**src/sv/slm_pkg.sv**
```systemverilog
// shared types and constants for the sensor limit monitor
package slm_pkg;

  localparam int unsigned NumChannels = 20;
  localparam int unsigned ChanWidth   = 5;
  localparam int unsigned ReadWidth   = 16;
  localparam int unsigned RegWidth    = 64;
  localparam int unsigned RegIdxWidth = 4;
  localparam int unsigned EnWidth     = 2;
  localparam int unsigned PeriodWidth = 5;
  localparam int unsigned PersistWidth = 4;

  localparam int unsigned QueueDepth = 4;
  localparam int unsigned QueueAw    = $clog2(QueueDepth);
  localparam int unsigned QueueCw    = $clog2(QueueDepth + 1);

  localparam logic [PersistWidth-1:0] ShutDelay = 4'd10;

  localparam logic [PeriodWidth-1:0] BlinkShutdown = 5'd10;
  localparam logic [PeriodWidth-1:0] BlinkWarning  = 5'd25;
  localparam logic [PeriodWidth-1:0] BlinkNone     = 5'd0;

  localparam logic [ReadWidth-1:0] VoltUnused  = 16'hFFFF;
  localparam logic [ReadWidth-1:0] TempMissing = 16'h8000;

  localparam logic [RegIdxWidth-1:0] RegVoltWarnHigh = 4'd0;
  localparam logic [RegIdxWidth-1:0] RegVoltShutHigh = 4'd1;
  localparam logic [RegIdxWidth-1:0] RegVoltWarnLow  = 4'd2;
  localparam logic [RegIdxWidth-1:0] RegVoltShutLow  = 4'd3;
  localparam logic [RegIdxWidth-1:0] RegBoardTemp    = 4'd4;
  localparam logic [RegIdxWidth-1:0] RegExtTemp      = 4'd5;
  localparam logic [RegIdxWidth-1:0] RegFan          = 4'd6;
  localparam logic [RegIdxWidth-1:0] RegEnables      = 4'd7;

  localparam int unsigned EnExtTemp = 0;
  localparam int unsigned EnFan     = 1;

  // classified item passed from front to back
  typedef struct packed {
    logic [NumChannels-1:0] warn;
    logic [NumChannels-1:0] shut;
    logic                   scan_end;
  } item_t;

  typedef struct packed {
    logic [RegWidth-1:0] volt_warn_high;
    logic [RegWidth-1:0] volt_shut_high;
    logic [RegWidth-1:0] volt_warn_low;
    logic [RegWidth-1:0] volt_shut_low;
    logic [RegWidth-1:0] board_temp_limits;
    logic [RegWidth-1:0] ext_temp_limits;
    logic [RegWidth-1:0] fan_limits;
    logic [EnWidth-1:0]  sensor_enables;
  } cfg_t;

  // handshake between queue and back end
  typedef struct packed {
    logic  valid;
    item_t item;
  } q_out_t;

endpackage

```
**src/sv/slm_front.sv**
```systemverilog
// front end: limit registers and per-item classification against limits
module slm_front (
  input  logic                                clk_i,
  input  logic                                rst_ni,
  input  logic                                cfg_valid_i,
  output logic                                cfg_ready_o,
  input  logic [slm_pkg::RegIdxWidth-1:0]     cfg_index_i,
  input  logic [slm_pkg::RegWidth-1:0]        cfg_data_i,
  input  logic [slm_pkg::ChanWidth-1:0]       channel_i,
  input  logic [slm_pkg::ReadWidth-1:0]       reading_i,
  input  logic                                power_off_i,
  input  logic                                scan_end_i,
  output slm_pkg::item_t                      item_o
);

  slm_pkg::cfg_t cfg_q, cfg_d;

  logic [7:0]                    wh_b, sh_b, wl_b, sl_b;
  logic [7:0]                    tw_b, ts_b, fw_b, fs_b;
  logic [slm_pkg::RegWidth-1:0]  temp_reg;
  logic [slm_pkg::ReadWidth-1:0] wh_l, sh_l, wl_l, sl_l, fw_l, fs_l;
  logic signed [slm_pkg::ReadWidth-1:0] tw_l, ts_l, t_rd;
  logic                          hit_w, hit_s;
  logic [slm_pkg::NumChannels-1:0] chan_bit;

  assign cfg_ready_o = 1'b1;

  always_comb begin
    cfg_d = cfg_q;
    if (cfg_valid_i) begin
      case (cfg_index_i)
        slm_pkg::RegVoltWarnHigh: cfg_d.volt_warn_high    = cfg_data_i;
        slm_pkg::RegVoltShutHigh: cfg_d.volt_shut_high    = cfg_data_i;
        slm_pkg::RegVoltWarnLow:  cfg_d.volt_warn_low     = cfg_data_i;
        slm_pkg::RegVoltShutLow:  cfg_d.volt_shut_low     = cfg_data_i;
        slm_pkg::RegBoardTemp:    cfg_d.board_temp_limits = cfg_data_i;
        slm_pkg::RegExtTemp:      cfg_d.ext_temp_limits   = cfg_data_i;
        slm_pkg::RegFan:          cfg_d.fan_limits        = cfg_data_i;
        slm_pkg::RegEnables:
          cfg_d.sensor_enables = cfg_data_i[slm_pkg::EnWidth-1:0];
        default: ;
      endcase
    end
  end

  always_ff @(posedge clk_i or negedge rst_ni) begin
    if (!rst_ni) begin
      cfg_q <= '0;
    end else begin
      cfg_q <= cfg_d;
    end
  end

  // limit selection
  always_comb begin
    wh_b = cfg_q.volt_warn_high[{channel_i[2:0], 3'b000} +: 8];
    sh_b = cfg_q.volt_shut_high[{channel_i[2:0], 3'b000} +: 8];
    wl_b = cfg_q.volt_warn_low[{channel_i[2:0], 3'b000} +: 8];
    sl_b = cfg_q.volt_shut_low[{channel_i[2:0], 3'b000} +: 8];
    temp_reg = (channel_i[4:2] == 3'd2) ? cfg_q.board_temp_limits : cfg_q.ext_temp_limits;
    tw_b = temp_reg[{1'b0, channel_i[1:0], 3'b000} +: 8];
    ts_b = temp_reg[{1'b1, channel_i[1:0], 3'b000} +: 8];
    fw_b = cfg_q.fan_limits[{1'b0, channel_i[1:0], 3'b000} +: 8];
    fs_b = cfg_q.fan_limits[{1'b1, channel_i[1:0], 3'b000} +: 8];
    wh_l = {4'b0000, wh_b, 4'b0000};
    sh_l = {4'b0000, sh_b, 4'b0000};
    wl_l = {4'b0000, wl_b, 4'b0000};
    sl_l = {4'b0000, sl_b, 4'b0000};
    fw_l = {4'b0000, fw_b, 4'b0000};
    fs_l = {4'b0000, fs_b, 4'b0000};
    tw_l = $signed({tw_b, 8'h00});
    ts_l = $signed({ts_b, 8'h00});
    t_rd = $signed(reading_i);
  end

  // classification
  always_comb begin
    hit_w = 1'b0;
    hit_s = 1'b0;
    case (channel_i) inside
      [5'd0:5'd7]: begin
        if (reading_i != slm_pkg::VoltUnused && !(channel_i < 5'd6 && power_off_i)) begin
          hit_w = (wh_b != 8'd0 && reading_i > wh_l) || (wl_b != 8'd0 && reading_i < wl_l);
          hit_s = (sh_b != 8'd0 && reading_i > sh_l) || (sl_b != 8'd0 && reading_i < sl_l);
        end
      end
      [5'd8:5'd15]: begin
        if (reading_i != slm_pkg::TempMissing &&
            (channel_i < 5'd12 || cfg_q.sensor_enables[slm_pkg::EnExtTemp])) begin
          hit_w = (tw_b != 8'd0) && (t_rd > tw_l);
          hit_s = (ts_b != 8'd0) && (t_rd > ts_l);
        end
      end
      [5'd16:5'd19]: begin
        if (cfg_q.sensor_enables[slm_pkg::EnFan]) begin
          hit_w = (fw_b != 8'd0) && (reading_i < fw_l);
          hit_s = (fs_b != 8'd0) && (reading_i < fs_l);
        end
      end
      default: ;
    endcase
  end

  assign chan_bit        = slm_pkg::NumChannels'(1) << channel_i;
  assign item_o.warn     = hit_w ? chan_bit : '0;
  assign item_o.shut     = hit_s ? chan_bit : '0;
  assign item_o.scan_end = scan_end_i;

endmodule

```
**src/sv/slm_fifo.sv**
```systemverilog
// short queue of classified items between front and back end
module slm_fifo (
  input  logic             clk_i,
  input  logic             rst_ni,
  input  logic             push_i,
  input  slm_pkg::item_t   item_i,
  output logic             full_o,
  input  logic             pop_i,
  output slm_pkg::q_out_t  head_o
);

  slm_pkg::item_t entries_q [slm_pkg::QueueDepth];

  logic [slm_pkg::QueueAw-1:0] wr_ptr_q, wr_ptr_d, rd_ptr_q, rd_ptr_d;
  logic [slm_pkg::QueueCw-1:0] count_q, count_d;
  logic                        do_push, do_pop;

  assign full_o       = (count_q == slm_pkg::QueueCw'(slm_pkg::QueueDepth));
  assign head_o.valid = (count_q != '0);
  assign head_o.item  = entries_q[rd_ptr_q];
  assign do_push      = push_i && !full_o;
  assign do_pop       = pop_i && head_o.valid;

  always_comb begin
    wr_ptr_d = do_push ? wr_ptr_q + 1'b1 : wr_ptr_q;
    rd_ptr_d = do_pop ? rd_ptr_q + 1'b1 : rd_ptr_q;
    count_d  = count_q;
    if (do_push && !do_pop) begin
      count_d = count_q + 1'b1;
    end else if (do_pop && !do_push) begin
      count_d = count_q - 1'b1;
    end
  end

  always_ff @(posedge clk_i or negedge rst_ni) begin
    if (!rst_ni) begin
      wr_ptr_q <= '0;
      rd_ptr_q <= '0;
      count_q  <= '0;
    end else begin
      wr_ptr_q <= wr_ptr_d;
      rd_ptr_q <= rd_ptr_d;
      count_q  <= count_d;
    end
  end

  always_ff @(posedge clk_i) begin
    if (do_push) begin
      entries_q[wr_ptr_q] <= item_i;
    end
  end

endmodule

```
**src/sv/slm_back.sv**
```systemverilog
// back end: scan accumulation, shutdown persistence and latch, result register
module slm_back (
  input  logic                               clk_i,
  input  logic                               rst_ni,
  input  slm_pkg::q_out_t                    head_i,
  output logic                               pop_o,
  output logic                               out_valid_o,
  input  logic                               out_stall_i,
  output logic [slm_pkg::NumChannels-1:0]    warning_mask_o,
  output logic [slm_pkg::NumChannels-1:0]    shutdown_mask_o,
  output logic                               shut_taken_o,
  output logic [slm_pkg::PeriodWidth-1:0]    blink_period_o
);

  logic [slm_pkg::NumChannels-1:0]  acc_w_q, acc_w_d, acc_s_q, acc_s_d;
  logic [slm_pkg::NumChannels-1:0]  latch_q, latch_d;
  logic [slm_pkg::PersistWidth-1:0] persist_q, persist_d;
  logic                             out_valid_q, out_valid_d;
  logic [slm_pkg::NumChannels-1:0]  warn_q, warn_d, smask_q, smask_d;
  logic                             took_q, took_d;
  logic [slm_pkg::PeriodWidth-1:0]  period_q, period_d;
  logic [slm_pkg::NumChannels-1:0]  warn_all, shut_all;
  logic                             out_free, finish;

  assign out_free = !out_valid_q || !out_stall_i;
  assign pop_o    = head_i.valid && (!head_i.item.scan_end || out_free);
  assign finish   = pop_o && head_i.item.scan_end;
  assign warn_all = acc_w_q | head_i.item.warn;
  assign shut_all = acc_s_q | head_i.item.shut;

  always_comb begin
    acc_w_d     = acc_w_q;
    acc_s_d     = acc_s_q;
    latch_d     = latch_q;
    persist_d   = persist_q;
    out_valid_d = out_free ? 1'b0 : out_valid_q;
    warn_d      = warn_q;
    smask_d     = smask_q;
    took_d      = took_q;
    period_d    = period_q;
    if (pop_o) begin
      acc_w_d = warn_all;
      acc_s_d = shut_all;
    end
    if (finish) begin
      acc_w_d = '0;
      acc_s_d = '0;
      took_d  = 1'b0;
      if (shut_all != '0 && latch_q == '0) begin
        if (persist_q >= slm_pkg::ShutDelay) begin
          latch_d   = shut_all;
          persist_d = '0;
          took_d    = 1'b1;
        end else begin
          persist_d = persist_q + 1'b1;
        end
      end else begin
        persist_d = '0;
      end
      out_valid_d = 1'b1;
      warn_d      = warn_all;
      smask_d     = latch_d;
      if (latch_d != '0) begin
        period_d = slm_pkg::BlinkShutdown;
      end else if (warn_all != '0) begin
        period_d = slm_pkg::BlinkWarning;
      end else begin
        period_d = slm_pkg::BlinkNone;
      end
    end
  end

  always_ff @(posedge clk_i or negedge rst_ni) begin
    if (!rst_ni) begin
      acc_w_q     <= '0;
      acc_s_q     <= '0;
      latch_q     <= '0;
      persist_q   <= '0;
      out_valid_q <= 1'b0;
    end else begin
      acc_w_q     <= acc_w_d;
      acc_s_q     <= acc_s_d;
      latch_q     <= latch_d;
      persist_q   <= persist_d;
      out_valid_q <= out_valid_d;
    end
  end

  always_ff @(posedge clk_i) begin
    warn_q   <= warn_d;
    smask_q  <= smask_d;
    took_q   <= took_d;
    period_q <= period_d;
  end

  assign out_valid_o     = out_valid_q;
  assign warning_mask_o  = warn_q;
  assign shutdown_mask_o = smask_q;
  assign shut_taken_o    = took_q;
  assign blink_period_o  = period_q;

endmodule

```
**src/sv/sensor_limit_monitor.sv**
```systemverilog
// top level of the sensor limit monitor
//
//  channel | handshake                  | payload
//  --------+----------------------------+-------------------------------------------
//  cfg     | cfg_valid_i / cfg_ready_o  | cfg_index_i, cfg_data_i
//  in      | in_valid_i / in_stall_o    | channel_i, reading_i, power_off_i, scan_end_i
//  out     | out_valid_o / out_stall_i  | warning_mask_o, shutdown_mask_o,
//          |                            | shut_taken_o, blink_period_o
//
// one item per cycle while in_stall_o is low; each item is classified in the cycle
// it is taken and queued; a scan result is registered when its scan end item pops.
// a four-entry queue parts front and back; in_stall_o rises only when it is full.
// the back end holds on a scan end item while the result register is stalled.
// reset clears limits, scan masks, persistence count and the shutdown latch.
module sensor_limit_monitor (
  input  logic                              clk_i,
  input  logic                              rst_ni,
  input  logic                              cfg_valid_i,
  output logic                              cfg_ready_o,
  input  logic [slm_pkg::RegIdxWidth-1:0]   cfg_index_i,
  input  logic [slm_pkg::RegWidth-1:0]      cfg_data_i,
  input  logic                              in_valid_i,
  output logic                              in_stall_o,
  input  logic [slm_pkg::ChanWidth-1:0]     channel_i,
  input  logic [slm_pkg::ReadWidth-1:0]     reading_i,
  input  logic                              power_off_i,
  input  logic                              scan_end_i,
  output logic                              out_valid_o,
  input  logic                              out_stall_i,
  output logic [slm_pkg::NumChannels-1:0]   warning_mask_o,
  output logic [slm_pkg::NumChannels-1:0]   shutdown_mask_o,
  output logic                              shut_taken_o,
  output logic [slm_pkg::PeriodWidth-1:0]   blink_period_o
);

  slm_pkg::item_t  item;
  slm_pkg::q_out_t head;
  logic            q_full, q_pop;

  slm_front u_front (
    .clk_i       (clk_i),
    .rst_ni      (rst_ni),
    .cfg_valid_i (cfg_valid_i),
    .cfg_ready_o (cfg_ready_o),
    .cfg_index_i (cfg_index_i),
    .cfg_data_i  (cfg_data_i),
    .channel_i   (channel_i),
    .reading_i   (reading_i),
    .power_off_i (power_off_i),
    .scan_end_i  (scan_end_i),
    .item_o      (item)
  );

  slm_fifo u_fifo (
    .clk_i  (clk_i),
    .rst_ni (rst_ni),
    .push_i (in_valid_i),
    .item_i (item),
    .full_o (q_full),
    .pop_i  (q_pop),
    .head_o (head)
  );

  slm_back u_back (
    .clk_i           (clk_i),
    .rst_ni          (rst_ni),
    .head_i          (head),
    .pop_o           (q_pop),
    .out_valid_o     (out_valid_o),
    .out_stall_i     (out_stall_i),
    .warning_mask_o  (warning_mask_o),
    .shutdown_mask_o (shutdown_mask_o),
    .shut_taken_o    (shut_taken_o),
    .blink_period_o  (blink_period_o)
  );

  assign in_stall_o = q_full;

endmodule

```
**config.mk**
```make
export PLATFORM = sky130hd
export DESIGN_NAME = sensor_limit_monitor
export DESIGN_NICKNAME = d
export VERILOG_FILES = /design/src/sv/slm_pkg.sv /design/src/sv/slm_front.sv /design/src/sv/slm_fifo.sv /design/src/sv/slm_back.sv /design/src/sv/sensor_limit_monitor.sv
export SDC_FILE = /design/constraint.sdc
export NUM_CORES = 1
export LEC_CHECK = 0
export ABC_AREA = 0
export BUFFER_PORTS_ARGS = -buffer_cell sky130_fd_sc_hd__buf_2
export CORE_ASPECT_RATIO = 0.7
export CORE_UTILIZATION = 45
export CTS_CLUSTER_SIZE = 28
export DETAILED_ROUTE_END_ITERATION = 6
export MAX_ROUTING_LAYER = met4
export SLEW_MARGIN = 20
export SYNTH_ARGS = -nofsm -noshare
export SYNTH_HDL_FRONTEND = slang
export SYNTH_SLANG_ARGS = --single-unit
```
**constraint.sdc**
```tcl
create_clock -name clk_i -period 4.9 [get_ports clk_i]
set_input_delay 0.98 -clock clk_i [delete_from_list [all_inputs] [get_ports clk_i]]
set_output_delay 0.98 -clock clk_i [all_outputs]
set_load 0.05 [all_outputs]
```
==> Word level (Yosys, flattened, before mapping) <==
Memories as Yosys holds them, arrays and structs flattened.
Cells that the tools add are included.
{ "classes": {"addsub": 5, "magnitude_cmp": 17, "n_eq_ne": 11, "shifts": 9, "muxes": 32, "bitwise_logic": 2, "n_reduce_logical": 58} }
{ "ops": {"columns": ["operator", "count"], "rows": [
  ["$shiftx 64x7->8", 6],
  ["$mux 20", 9],
  ["$shiftx 64x6->8", 2],
  ["$lt 16x12->1", 4],
  ["$mux 64", 1],
  ["$reduce_bool 8->1", 8],
  ["$reduce_bool 20->1", 3],
  ["$or 20x20->20", 2],
  ["$gt 16x12->1", 2],
  ["$gt 16x16->1", 2],
  ["$ne 16x16->1 const B", 2],
  ["$logic_and 1x1->1", 21],
  ["$logic_not 20->1", 1],
  ["$shl 1x5->20 const A", 1],
  ["$mux 1", 17],
  ["$eq 4x3->1 const B", 4],
  ["$reduce_and 2->1", 8],
  ["$eq 4x2->1 const B", 2],
  ["$mux 4", 2],
  ["$logic_not 1->1", 7],
  ["$mux 3", 2],
  ["$reduce_bool 2->1", 3],
  ["$ge 5x1->1 const B", 1],
  ["$ge 5x4->1 const B", 1],
  ["18 further kinds", 23]
]} }
{ "word_totals": {"regBits": 568, "mem_bits_rw": 164, "word_cells": 155, "memories": 1} }
{ "mem_list": {"columns": ["memory", "words", "word_bits", "rd", "rd_clocked_by_memory_dff", "wr", "line", "text"], "rows": [
  ["u_fifo.entries_q", 4, 41, 1, 0, 1, "slm_fifo.sv:12", "slm_pkg::item_t entries_q [slm_pkg::QueueDepth];"]
]} }

==> Depth between registers and ports, before layout <==
Gate-level depths: netlist of the first run.
{ "logic_depth": {"depth_word": 9, "mapped_depth": 17} }

==> By module <==
A second synthesis of the first run with hierarchy kept.
{ "hier_totals": {"hier_cells": 2237, "hier_area_um2": 33022.9} }
{ "by_module_without_submodules": {"columns": ["mod", "instances", "cells_per_inst", "area_each_um2", "seq_area_each_um2"], "rows": [
  ["slm_front", 1, 1624, 22361.4, 11260.8],
  ["slm_fifo", 1, 251, 6357.3, 5099.9],
  ["slm_back", 1, 362, 4304.1, 2947.8]
]} }

==> Least setup slack after synthesis of the first run <==
OpenSTA, ideal clock, no wires.
{ "synth_path": {"kind": "input -> register", "start": "in channel_i[0] (netlist name)", "end": "mem u_fifo.entries_q[0][21] (netlist name) (data pin)", "t_arrival_ps": 4179, "slack_ps": 440, "path_stages": 15, "path_cell_list": "buf_2 -> inv_1 -> buf_2 -> buf_2 -> buf_4 -> buf_1 -> mux2i_1 -> ha_1 -> nor2b_1 -> o211ai_1 -> a31oi_1 -> a2111oi_0 -> o21ai_0 -> a32oi_2 -> nor3_1"} }
{ "synth_lines": {"columns": ["element", "line", "text"], "rows": [
  ["start, declared", "sensor_limit_monitor.sv:24", "input logic [slm_pkg::ChanWidth-1:0] channel_i,"],
  ["end, declared", "slm_fifo.sv:12", null]
]} }

==> results.yml, run 1 <==
layout:
  area_delta_synth_final_pct: 13.7
  fin_cells: 3391
  utilization: 0.522
  nets: 2531
  final_area_um2: 37700
  drive_above_1_share: 0.390
setup_path:
  timing.rr.start: "u_fifo.rd_ptr_q[0]"
  cp_cell_sequence: "buf_6 > buf_12 > mux4_2 > mux2i_1 > ha_1 > nand4_1 > nor2_1 > a221oi_1 > nand2_1 > buf_4 > nor4_1"
  critPathBufInv: 3
  reg2reg_depth: 7
  worst_setup_path_start_kind: "input pin"
  cp.depth: 11
  cp.arrival_ns: 4.26
  critical-path-max-stage-delay_ns: 0.54
  timing_worst_setup_path_type: "in -> reg"
  cp.required_ns: 5.24
  critPathCaptureType: "flip-flop"
  crit_family: "multiplexers"
  worst_path_max_delay_cell: "nor4_1"
  cp-startpoint: "channel_i[1]"
  worstPathMaxFanout: 31
pwr:
  p_sw_mw: 6.28
  comb_power_share: 0.270
  power_density_nw_per_um2: 526
  p_seq_frac: 0.440
  peakVddDrop_v: 0.000370
  clockPowerShare: 0.291
  switching_share: 0.317
  p_leak_nw: 15.5
  p_int_mw: 13.5
sta:
  worst_pin_slew_ns: 0.993
  relSlewSlack: 0.331
  fin_crit_sh: 0.801
  clock_skew_ns: 0.0213
  min_period_ns: 3.93
  fmax_ghz: 0.255
  setup_ws_ns: 0.973
  setup_viol: 0
  tns_ns: 0
  hold_viol: 0
  grt_setup_unrepaired: "no"
  final_max_slew_viol_count: 0
floorplanning:
  die_x_um: 326
  start_util: 0.459
  fp.dieArea_um2: 74800
  rows: 82
  coreArea_um2: 72200
  ios: 145
  fp.dieH_um: 229
hold_path:
  hold_path_class: "in -> async"
synthesis:
  yosys_warnings: 0
  async_flop_share: 0.715
  yosysSeqAreaShare: 0.582
  syn-num-nets: 2361
  syn_inst: 2197
  avgSynthCellArea_um2: 15.1
  yosysTopAreaCell: "dfrtp_1"
  synth.ff_latch_count: 730
  synthesis.area_um2: 33200
  synth_area_leaders: "dfrtp_1, edfxtp_1, mux2_2"
  synth_edf_count: 208
  synth_flop_cell: "dfrtp_1"
  synth_top_area_share: 0.394
  synth.distinct_cells: 73
routing:
  routed-via-count: 20439
  drt_pass1_iterations: 6
  drt_wl_total_um: 93300
  viasPerCell: 6.03
  wl_per_cell_um: 27.5
  ant_nets: 0
  drt_iter0_markers: 1948
  drc: 0
clocking:
  cts_sinks: 730
  clk_pin_slew_ns: 0.06
  root_buffer: "clkbuf_16"
  clk_latency_ns: 0.63
  clock_path_buffers: 3
  cts_tree: "yes"
  cts.repair.resized: 0
  cts_hold_buf: 0
  cts_max_level: 3
  numCtsBuffers: 74
  cts_setup_buffers: 0
place:
  gp_congestion: 0.910
  io_buffers: 142
  place_inst: 3257
  dp_slack_ns: 0.335
  dp_hpwl_um: 64800
  placed_cell_area_um2: 35200
run_status:
  status: "finished clean"
global_route:
  grt_pass1_wl_um: 140000
  grt_pass1_vias: 20712
  grt_overflow: 0
  antenna_found_initial: 11
  grt_max_degree: 112
  grtUsageTotal: 0.262
flow_run:
  cap_viol_max_count: 0
cells in the mapped netlist, types with 4 or more instances:
master / number
a211oi_1: 9
clkbuf_1: 74
nand2b_1: 9
ha_1: 67
o21ai_0: 28
inv_1: 51
a21o_1: 6
o31ai_1: 11
nor4_1: 29
and4_1: 4
nor2b_1: 8
buf_1: 5
o2bb2ai_1: 8
buf_2: 19
nand3b_1: 4
o21bai_1: 26
mux4_2: 137
nand4_1: 22
a21oi_1: 37
a31oi_1: 4
buf_4: 17
a2111oi_0: 4
and3_1: 6
or4_1: 10
or2_2: 5
nand3_1: 9
nor2_1: 136
mux4_1: 14
mux2i_1: 44
o21a_1: 6
and2_1: 5
dfrtp_1: 522
o211ai_1: 6
nand2_1: 48
nor3b_1: 6
o22ai_1: 7
nor3_1: 86
mux2_2: 452
edfxtp_1: 208
cells in the final DEF, fill, tap and decap left out, types with 11 or more instances in the layout:
master,Yosys,final
dfrtp_1,522,521
mux2_2,452,452
edfxtp_1,208,208
buf_2,19,138
mux4_2,137,137
nor2_1,136,136
nor3_1,86,86
clkbuf_16,0,78
ha_1,67,67
buf_4,17,63
inv_1,51,50
nand2_1,48,47
mux2i_1,44,44
a21oi_1,37,37
nor4_1,29,29
o21ai_0,28,28
o21bai_1,26,26
nand4_1,22,22
clkbuf_1,74,17
mux4_1,14,14
buf_12,2,13
o31ai_1,11,11
clkbuf_8,0,11
routing by layer:
metal	up-vias	track usage	part of all wire	routed length [um]
met5	-	-	0	0
met1	10943	0.406	0.49	45700
met3	112	0.0465	0.067	6280
met4	0	0.0564	0.018	1690
met2	698	0.358	0.42	39600
li1	8686	-	-	-
cell families after synthesis:
family                     share of synthesized area
DFF                                            0.582
buffers and inverters                         0.0245
other                                       0.000227
AOI/OAI and AO/OA                             0.0345
xor gates and xnor gates                     0.00159
and+or+nand+nor                               0.0599
adders and majority gates                     0.0259
muxes                                          0.271
path summary, 6_finish.rpt:
path,slack [ns],to
setup / recovery,0.97,u_fifo.entries_q[1][35]
hold / removal,0.41,u_front.cfg_q[97]
setup reg to reg,1.24,u_back.blink_period_o[3]
hold reg to reg,0.48,u_back.latch_q[19]
max in group asynchronous,3.31,u_fifo.rd_ptr_q[0]
min in group clk_i,0.48,u_back.latch_q[19]
per-stage QoR:
| step | hold WS [ns] | power [mW] |
|---|---|---|
| floorplan | 0.443 | 12.4 |
| global placement | 0.462 | 14.0 |
| detailed placement | 0.471 | 14.2 |
| CTS | 0.436 | 20.0 |
| global route | 0.462 | 20.8 |
| finish | 0.411 | 19.8 |
final cells by class:
type / instances / area, um2
diodes: 4 / 10.0
clock buffers: 106 / 2170
clock inverters: 24 / 289
fillers: 6002 / 34500
inverters: 53 / 199
multi-input cells: 1292 / 13100
flip-flops and latches: 730 / 19300
well taps: 966 / 1210
repair buffers: 216 / 1450
power by group through the flow:
stage | registers, mW | logic [mW] | clock network [mW]
5_1_grt | 8.88 | 5.80 | 6.11
4_1_cts | 8.70 | 5.39 | 5.88
2_1_floorplan | 9.07 | 3.33 | 0
6_report | 8.72 | 5.35 | 5.77
3_3_place_gp | 8.74 | 5.23 | 0
3_5_place_dp | 8.81 | 5.38 | 0
worst reg2reg max path, delay by kind of cell (launching register included):
family	cells	cell delay [ns]
AND/OR/NAND/NOR	4	1.27
buffers and inverters	1	0.31
flip-flops	1	0.79
AO/OA/AOI/OAI	1	0.43
multiplexers	1	0.60
registers in the layout (all words and copies together) (netlist names), 4 cells and up:
| signal | count |
|---|---|
| u_back.acc_s_q | 20 |
| u_back.acc_w_q | 20 |
| u_back.latch_q | 20 |
| u_back.persist_q | 4 |
| u_back.shutdown_mask_o | 20 |
| u_back.warning_mask_o | 20 |
| u_fifo.entries_q | 164 |
| u_front.cfg_q | 450 |
No activity file was read; power rests on OpenSTA's default activity.
==> run 2: changes to the inputs <==
- ABC_AREA: 0 -> 1
- clock period: 4.9 -> 3.95 ns (I/O delays scaled with it)
==> results.yml, run 2 <==
synthesis:
  synthTopCellsByCount: "nand2_1, o21ai_0, dfrtp_1, edfxtp_1, inv_1"
  synth_flop_cell: "dfrtp_1"
  avgSynthCellArea_um2: 9.19
  synth_area_leaders: "dfrtp_1, edfxtp_1, nand2_1"
  syn-num-nets: 3693
  synth_top_area_share: 0.403
  yosysTopAreaCell: "dfrtp_1"
  yosys_warnings: 0
  yosysMostFrequentCell: "nand2_1"
  synth_edf_count: 208
  synth.ff_latch_count: 730
  async_flop_share: 0.715
  yosysSeqAreaShare: 0.596
  synth.distinct_cells: 52
  synthesis.area_um2: 32400
  syn_inst: 3529
sta:
  worst_pin_slew_ns: 0.960
  clock_skew_ns: 0.0259
  relSlewSlack: 0.356
  grt_setup_unrepaired: "no"
  hold_viol: 0
  setup_viol: 0
  final_max_slew_viol_count: 0
  tns_ns: 0
  min_period_ns: 3.31
  fmax_ghz: 0.302
  fin_crit_sh: 0.839
layout:
  drive_above_1_share: 0.119
  utilization: 0.530
  largest-register: "u_front.cfg_q"
  largest_reg_flops: 450
  nets: 3846
  layout_common_cells: "nand2_1, o21ai_0, dfrtp_1, edfxtp_1, inv_1"
  reg_top3: "u_front.cfg_q x450, u_fifo.entries_q x164"
  final_common_cell: "nand2_1"
  area_delta_synth_final_pct: 15.3
setup_path:
  timing.rr.start: "u_fifo.rd_ptr_q[0]"
  cp.arrival_ns: 3.75
  rrSetupSlack_ns: 0.93
  timing_worst_setup_path_type: "in -> reg"
  crit_path_end: "u_fifo.entries_q[3][12]"
  cp-startpoint: "channel_i[3]"
  critPathCaptureType: "flip-flop"
  worst_setup_path_start_kind: "input pin"
  cp.required_ns: 4.38
  reg2reg_depth: 11
  r2r_end: "u_fifo.count_q[2]"
  worstPathMaxFanout: 16
floorplanning:
  fp.dieArea_um2: 73100
  rows: 81
  coreArea_um2: 70500
  fp.dieH_um: 227
  ios: 145
  die_x_um: 323
  start_util: 0.460
routing:
  wl_met3_um: 9270
  ant_nets: 0
  wl_met2_um: 38400
  drt_pass1_iterations: 5
  wl_per_cell_um: 20.6
  drc: 0
  dr.max_layer_used: "met4"
  routed-via-count: 25781
  viasPerCell: 5.49
  drt-met1-wl_um: 47100
  drt_wl_total_um: 96600
  drt_iter0_markers: 2796
global_route:
  grt_pass1_wl_um: 150000
  antenna_found_initial: 3
  grt_max_degree: 90
  grt_pass1_vias: 24156
  grt_overflow: 0
  grtUsageTotal: 0.279
flow_run:
  cap_viol_max_count: 0
hold_path:
  hold_path_class: "in -> async"
pwr:
  p_sw_mw: 8.02
  peakVddDrop_v: 0.000362
  comb_power_share: 0.260
  p_int_mw: 15.4
  power_density_nw_per_um2: 627
  clockPowerShare: 0.301
  p_seq_frac: 0.439
  switching_share: 0.343
  p_leak_nw: 16.8
clocking:
  cts_sinks: 730
  cts.repair.resized: 0
  cts_hold_buf: 0
  cts_setup_buffers: 0
  numCtsBuffers: 73
  clk_latency_ns: 0.64
  clock_path_buffers: 3
  root_buffer: "clkbuf_16"
  cts_tree: "yes"
  clk_pin_slew_ns: 0.06
  cts_max_level: 3
place:
  dp_hpwl_um: 65600
  gp_congestion: 0.936
  io_buffers: 142
run_status:
  status: "finished clean"
## run 2: cell count changes in the layout (fill, tap and decap cells not counted), sizes merged, moves of 143 or more
cell	before	now
inv	56	199
o21ai	29	545
nand2	48	1148
nand3	9	173
mux2	452	1
mux4	151	0
## run 2: routing by layer
metal | global-route usage | up-vias
met2 | 0.362 | 997
met4 | 0.0676 | 0
li1 | - | 12138
met5 | - | -
met1 | 0.429 | 12520
met3 | 0.0678 | 126
## run 2: through the flow
step / cells / total power, mW / instance area [um2] / hold slack (ns) / setup slack [ns]
finish: 4696 / 23.4 / 37400 / 0.173 / 0.637
global route: 4696 / 24.7 / 37400 / 0.209 / 0.412
CTS: 4695 / 23.5 / 37400 / 0.184 / 0.753
detailed placement: 4561 / 16.4 / 35000 / 0.468 / 0.0979
global placement: 4561 / 16.3 / 35000 / 0.462 / 0.141
floorplan: 3529 / 14.3 / 32400 / 0.444 / 0.492
## run 2: kinds of logic (layout without fill, tap and decap cells)
kind of cell / Yosys count / after routing / share of synthesized area
and+or+nand+nor: 1543 / 1543 / 0.196
AOI/OAI and AO/OA: 769 / 769 / 0.128
DFF: 730 / 730 / 0.596
buffers and inverters: 409 / 621 / 0.0518
adders and majority gates: 68 / 68 / 0.0265
xor gates and xnor gates: 7 / 7 / 0.00189
other: 2 / 3 / 0.000232
muxes: 1 / 1 / 0.000347
## run 2: worst min path at each step
stage | from | end | slack (ns) | cells after the start
after floorplan | u_back.latch_q[18] | u_back.latch_q[18] | 0.44 | 2
after global placement | u_back.latch_q[18] | u_back.latch_q[18] | 0.46 | 2
after detailed placement | u_back.latch_q[19] | u_back.latch_q[19] | 0.47 | 2
after CTS | rst_ni | u_front.cfg_q[303] | 0.18 | 1
after global routing | rst_ni | u_front.cfg_q[111] | 0.21 | 1
final | rst_ni | u_front.cfg_q[175] | 0.17 | 1
## run 2: power groups by stage
stage	clock, mW	combinational, mW	sequential, mW
2_1_floorplan	0	3.60	10.7
3_3_place_gp	0	5.95	10.4
3_5_place_dp	0	6.06	10.4
4_1_cts	7.17	6.08	10.3
5_1_grt	7.45	6.81	10.4
6_report	7.05	6.08	10.3
## run 2: area by class of cell
| cell class | count | area (um2) |
|---|---|---|
| fill | 6544 | 33200 |
| sequential | 730 | 19300 |
| multi-input combinational | 2390 | 11600 |
| clock buffer | 111 | 2180 |
| timing repair buffer | 291 | 2150 |
| tap | 954 | 1190 |
| inverter | 196 | 738 |
| clock inverter | 23 | 236 |
| antenna | 1 | 2.50 |
## run 2: worst max-delay path, cell delays in order
cell and delay (ns):
buf_2 0.16, nand2_1 0.13, nor2_4 0.13, buf_12 0.17, buf_4 0.26, nand2_1 0.08, nand3_1 0.09, nand4_1 0.31
ha_1 0.39, nand2_1 0.08, nor3_1 0.06, nand2_1 0.06, nand3b_1 0.07, a21oi_1 0.12, nand3_1 0.10, nand2_1 0.07
inv_1 0.03, nor2_1 0.13, nand2_2 0.08, buf_12 0.16, nor2_1 0.24
==> run 3: changes to the inputs <==
- clock period: 3.95 -> 2.8 ns (I/O delays scaled with it)
==> results.yml, run 3 (synthesis gave the netlist of run 2 again) <==
sta:
  setup_viol: 108
  tns_ns: -6.95
  clock_skew_ns: 0.0234
  worst_pin_slew_ns: 0.676
  fmax_ghz: 0.345
  final_max_slew_viol_count: 0
  grt_setup_unrepaired: "yes"
  setup_ws_ns: -0.0980
  hold_viol: 0
  relSlewSlack: 0.549
  fin_crit_sh: 1.04
  min_period_ns: 2.90
run_status:
  status: "complete, but fails checks"
  violations: "setup timing"
global_route:
  grt_overflow: 0
  grtUsageTotal: 0.282
  grt_pass1_wl_um: 151000
  grt_max_degree: 129
  antenna_found_initial: 4
  grt_pass1_vias: 24639
clocking:
  cts_sinks: 730
  cts_tree: "yes"
  cts_max_level: 3
  numCtsBuffers: 73
  root_buffer: "clkbuf_16"
  clk_pin_slew_ns: 0.06
  clk_latency_ns: 0.63
  clock_path_buffers: 3
floorplanning:
  die_x_um: 323
  rows: 81
  fp.dieH_um: 227
  fp.dieArea_um2: 73100
  ios: 145
  coreArea_um2: 70500
  start_util: 0.460
place:
  io_buffers: 142
  dp_hpwl_um: 67000
  gp_congestion: 0.931
  placed_cell_area_um2: 36000
setup_path:
  worst_path_max_delay_cell: "ha_4"
  critPathBufInv: 8
  cp_cell_sequence: "buf_8 > inv_4 > nand2_4 > nor2_4 > buf_12 > buf_16 > nand2_2 > nand3_2 > nand4_1 > buf_6 > ha_4 > inv_1 > nor2_1 > nor2_1 > o21a_1 > o221a_2 > a21oi_2 > nor2_4 > buf_12 > clkbuf_16 > a21oi_4"
  r2r_end: "u_fifo.entries_q[0][31]"
  timing_worst_setup_path_type: "in -> reg"
  crit_family: "buffers and inverters"
  cp.arrival_ns: 3.37
  timing.rr.start: "u_front.cfg_q[395]"
  critPathCaptureType: "flip-flop"
  worst_setup_path_start_kind: "input pin"
  rrSetupSlack_ns: 0.06
  reg2reg_depth: 15
  critical-path-max-stage-delay_ns: 0.25
  worstPathMaxFanout: 7
  cp.required_ns: 3.27
layout:
  register_area_um2: 19300
  multi_input_area_um2: 12500
  area_delta_synth_final_pct: 24.0
  final_area_um2: 40200
  fillers: 6277
  layout_common_cells: "nand2_1, o21ai_0, dfrtp_1, edfxtp_1, buf_4"
  nets: 3989
  reg_top3: "u_front.cfg_q x450, u_fifo.entries_q x164"
  drive_above_1_share: 0.191
  largest-register: "u_front.cfg_q"
  largest_reg_flops: 450
  final_common_cell: "nand2_1"
hold_path:
  min_from: "scan_end_i"
  whs_endpoint: "u_fifo.entries_q[2][0]"
  hold_path_class: "in -> reg"
  whs_path_depth: 1
pwr:
  power_density_nw_per_um2: 854
  finalPower_mw: 34.3
  peakVddDrop_v: 0.000465
  p_leak_nw: 17.9
routing:
  ant_nets: 0
  drc: 0
  routed-via-count: 26691
  drt_pass1_iterations: 6
  drt_iter0_markers: 3006
  viasPerCell: 5.52
  drt_wl_total_um: 103000
  wl_per_cell_um: 21.3
flow_run:
  cap_viol_max_count: 0
-- run 3: changes by cell type in the layout (fill, tap and decap cells not counted), moves of 17 or more --
cell	before	now
a21oi_1	114	80
a21oi_4	0	21
buf_12	25	53
buf_4	124	203
nand2_1	1140	1115
nand3_1	162	145
nor2_1	106	89
-- run 3: cell type report --
| class | count | area share |
|---|---|---|
| Clock buffer | 96 | 0.0510 |
| Antenna cell | 3 | 0.000187 |
| Timing Repair Buffer | 434 | 0.0990 |
| Multi-Input combinational cell | 2390 | 0.311 |
| Sequential cell | 730 | 0.480 |
| Tap cell | 954 | 0.0297 |
| Inverter | 196 | 0.0189 |
| Clock inverter | 35 | 0.0101 |
-- run 3: metal layers --
| layer | GRT usage | share of wire |
|---|---|---|
| met4 | 0.0595 | 0.018 |
| met3 | 0.0810 | 0.11 |
| met1 | 0.432 | 0.47 |
| met5 | - | 0 |
| met2 | 0.365 | 0.40 |
-- run 3: through the flow --
stage | utilization | hold WS (ns) | setup WS [ns] | std cells
final | 0.570 | 0.164 | -0.0980 | 4838
after global routing | 0.570 | 0.155 | -0.191 | 4837
after CTS | 0.547 | 0.134 | -0.0510 | 4787
after detailed placement | 0.510 | 0.471 | -1.04 | 4653
after global placement | 0.510 | 0.463 | -0.922 | 4653
after floorplan | - | 0.264 | -0.166 | 3529
-- run 3: how the worst max path moves through the flow --
stage / startpoint / end / slack, ns / depth (start not counted)
floorplan: channel_i[0] / u_fifo.entries_q[0][30] / -0.17 / 17
global placement: channel_i[1] / u_fifo.entries_q[3][19] / -0.92 / 20
detailed placement: channel_i[1] / u_fifo.entries_q[1][19] / -1.04 / 20
CTS: channel_i[4] / u_fifo.entries_q[2][18] / -0.05 / 24
global route: channel_i[3] / u_fifo.entries_q[2][36] / -0.19 / 20
finish: channel_i[4] / u_fifo.entries_q[0][37] / -0.1 / 21
-- run 3: what timing repair did --
item,4_1_cts,5_1_grt
pin swaps,2,89
hold endpoints to repair,38,0
resized for setup,25,200
cloned,0,19
hold buffers,1,0
setup endpoints to repair,143,163
buffers inserted,2,30
-- run 3: worst register-to-register path, cell delays in order, from the launching register on --
cell       delay [ns]
dfrtp_1          0.39
nand2_1          0.07
nand4_1          0.26
o21ai_1          0.22
buf_4            0.14
ha_1             0.23
inv_1            0.06
o21bai_1         0.07
a31oi_1          0.14
o211ai_1         0.11
a21boi_2         0.16
o21ai_1          0.09
nand2_1          0.11
nand2_4          0.16
clkbuf_16        0.21
a21oi_4          0.07
-- run 3: power breakdown --
part / leakage (nW) / switching [mW] / total, mW / internal, mW
sequential: 8.52 / 1.07 / 14.5 / 13.5
combinational: 8.19 / 6.26 / 9.59 / 3.33
clock: 1.22 / 4.29 / 10.2 / 5.91
total: 17.9 / 11.6 / 34.3 / 22.7
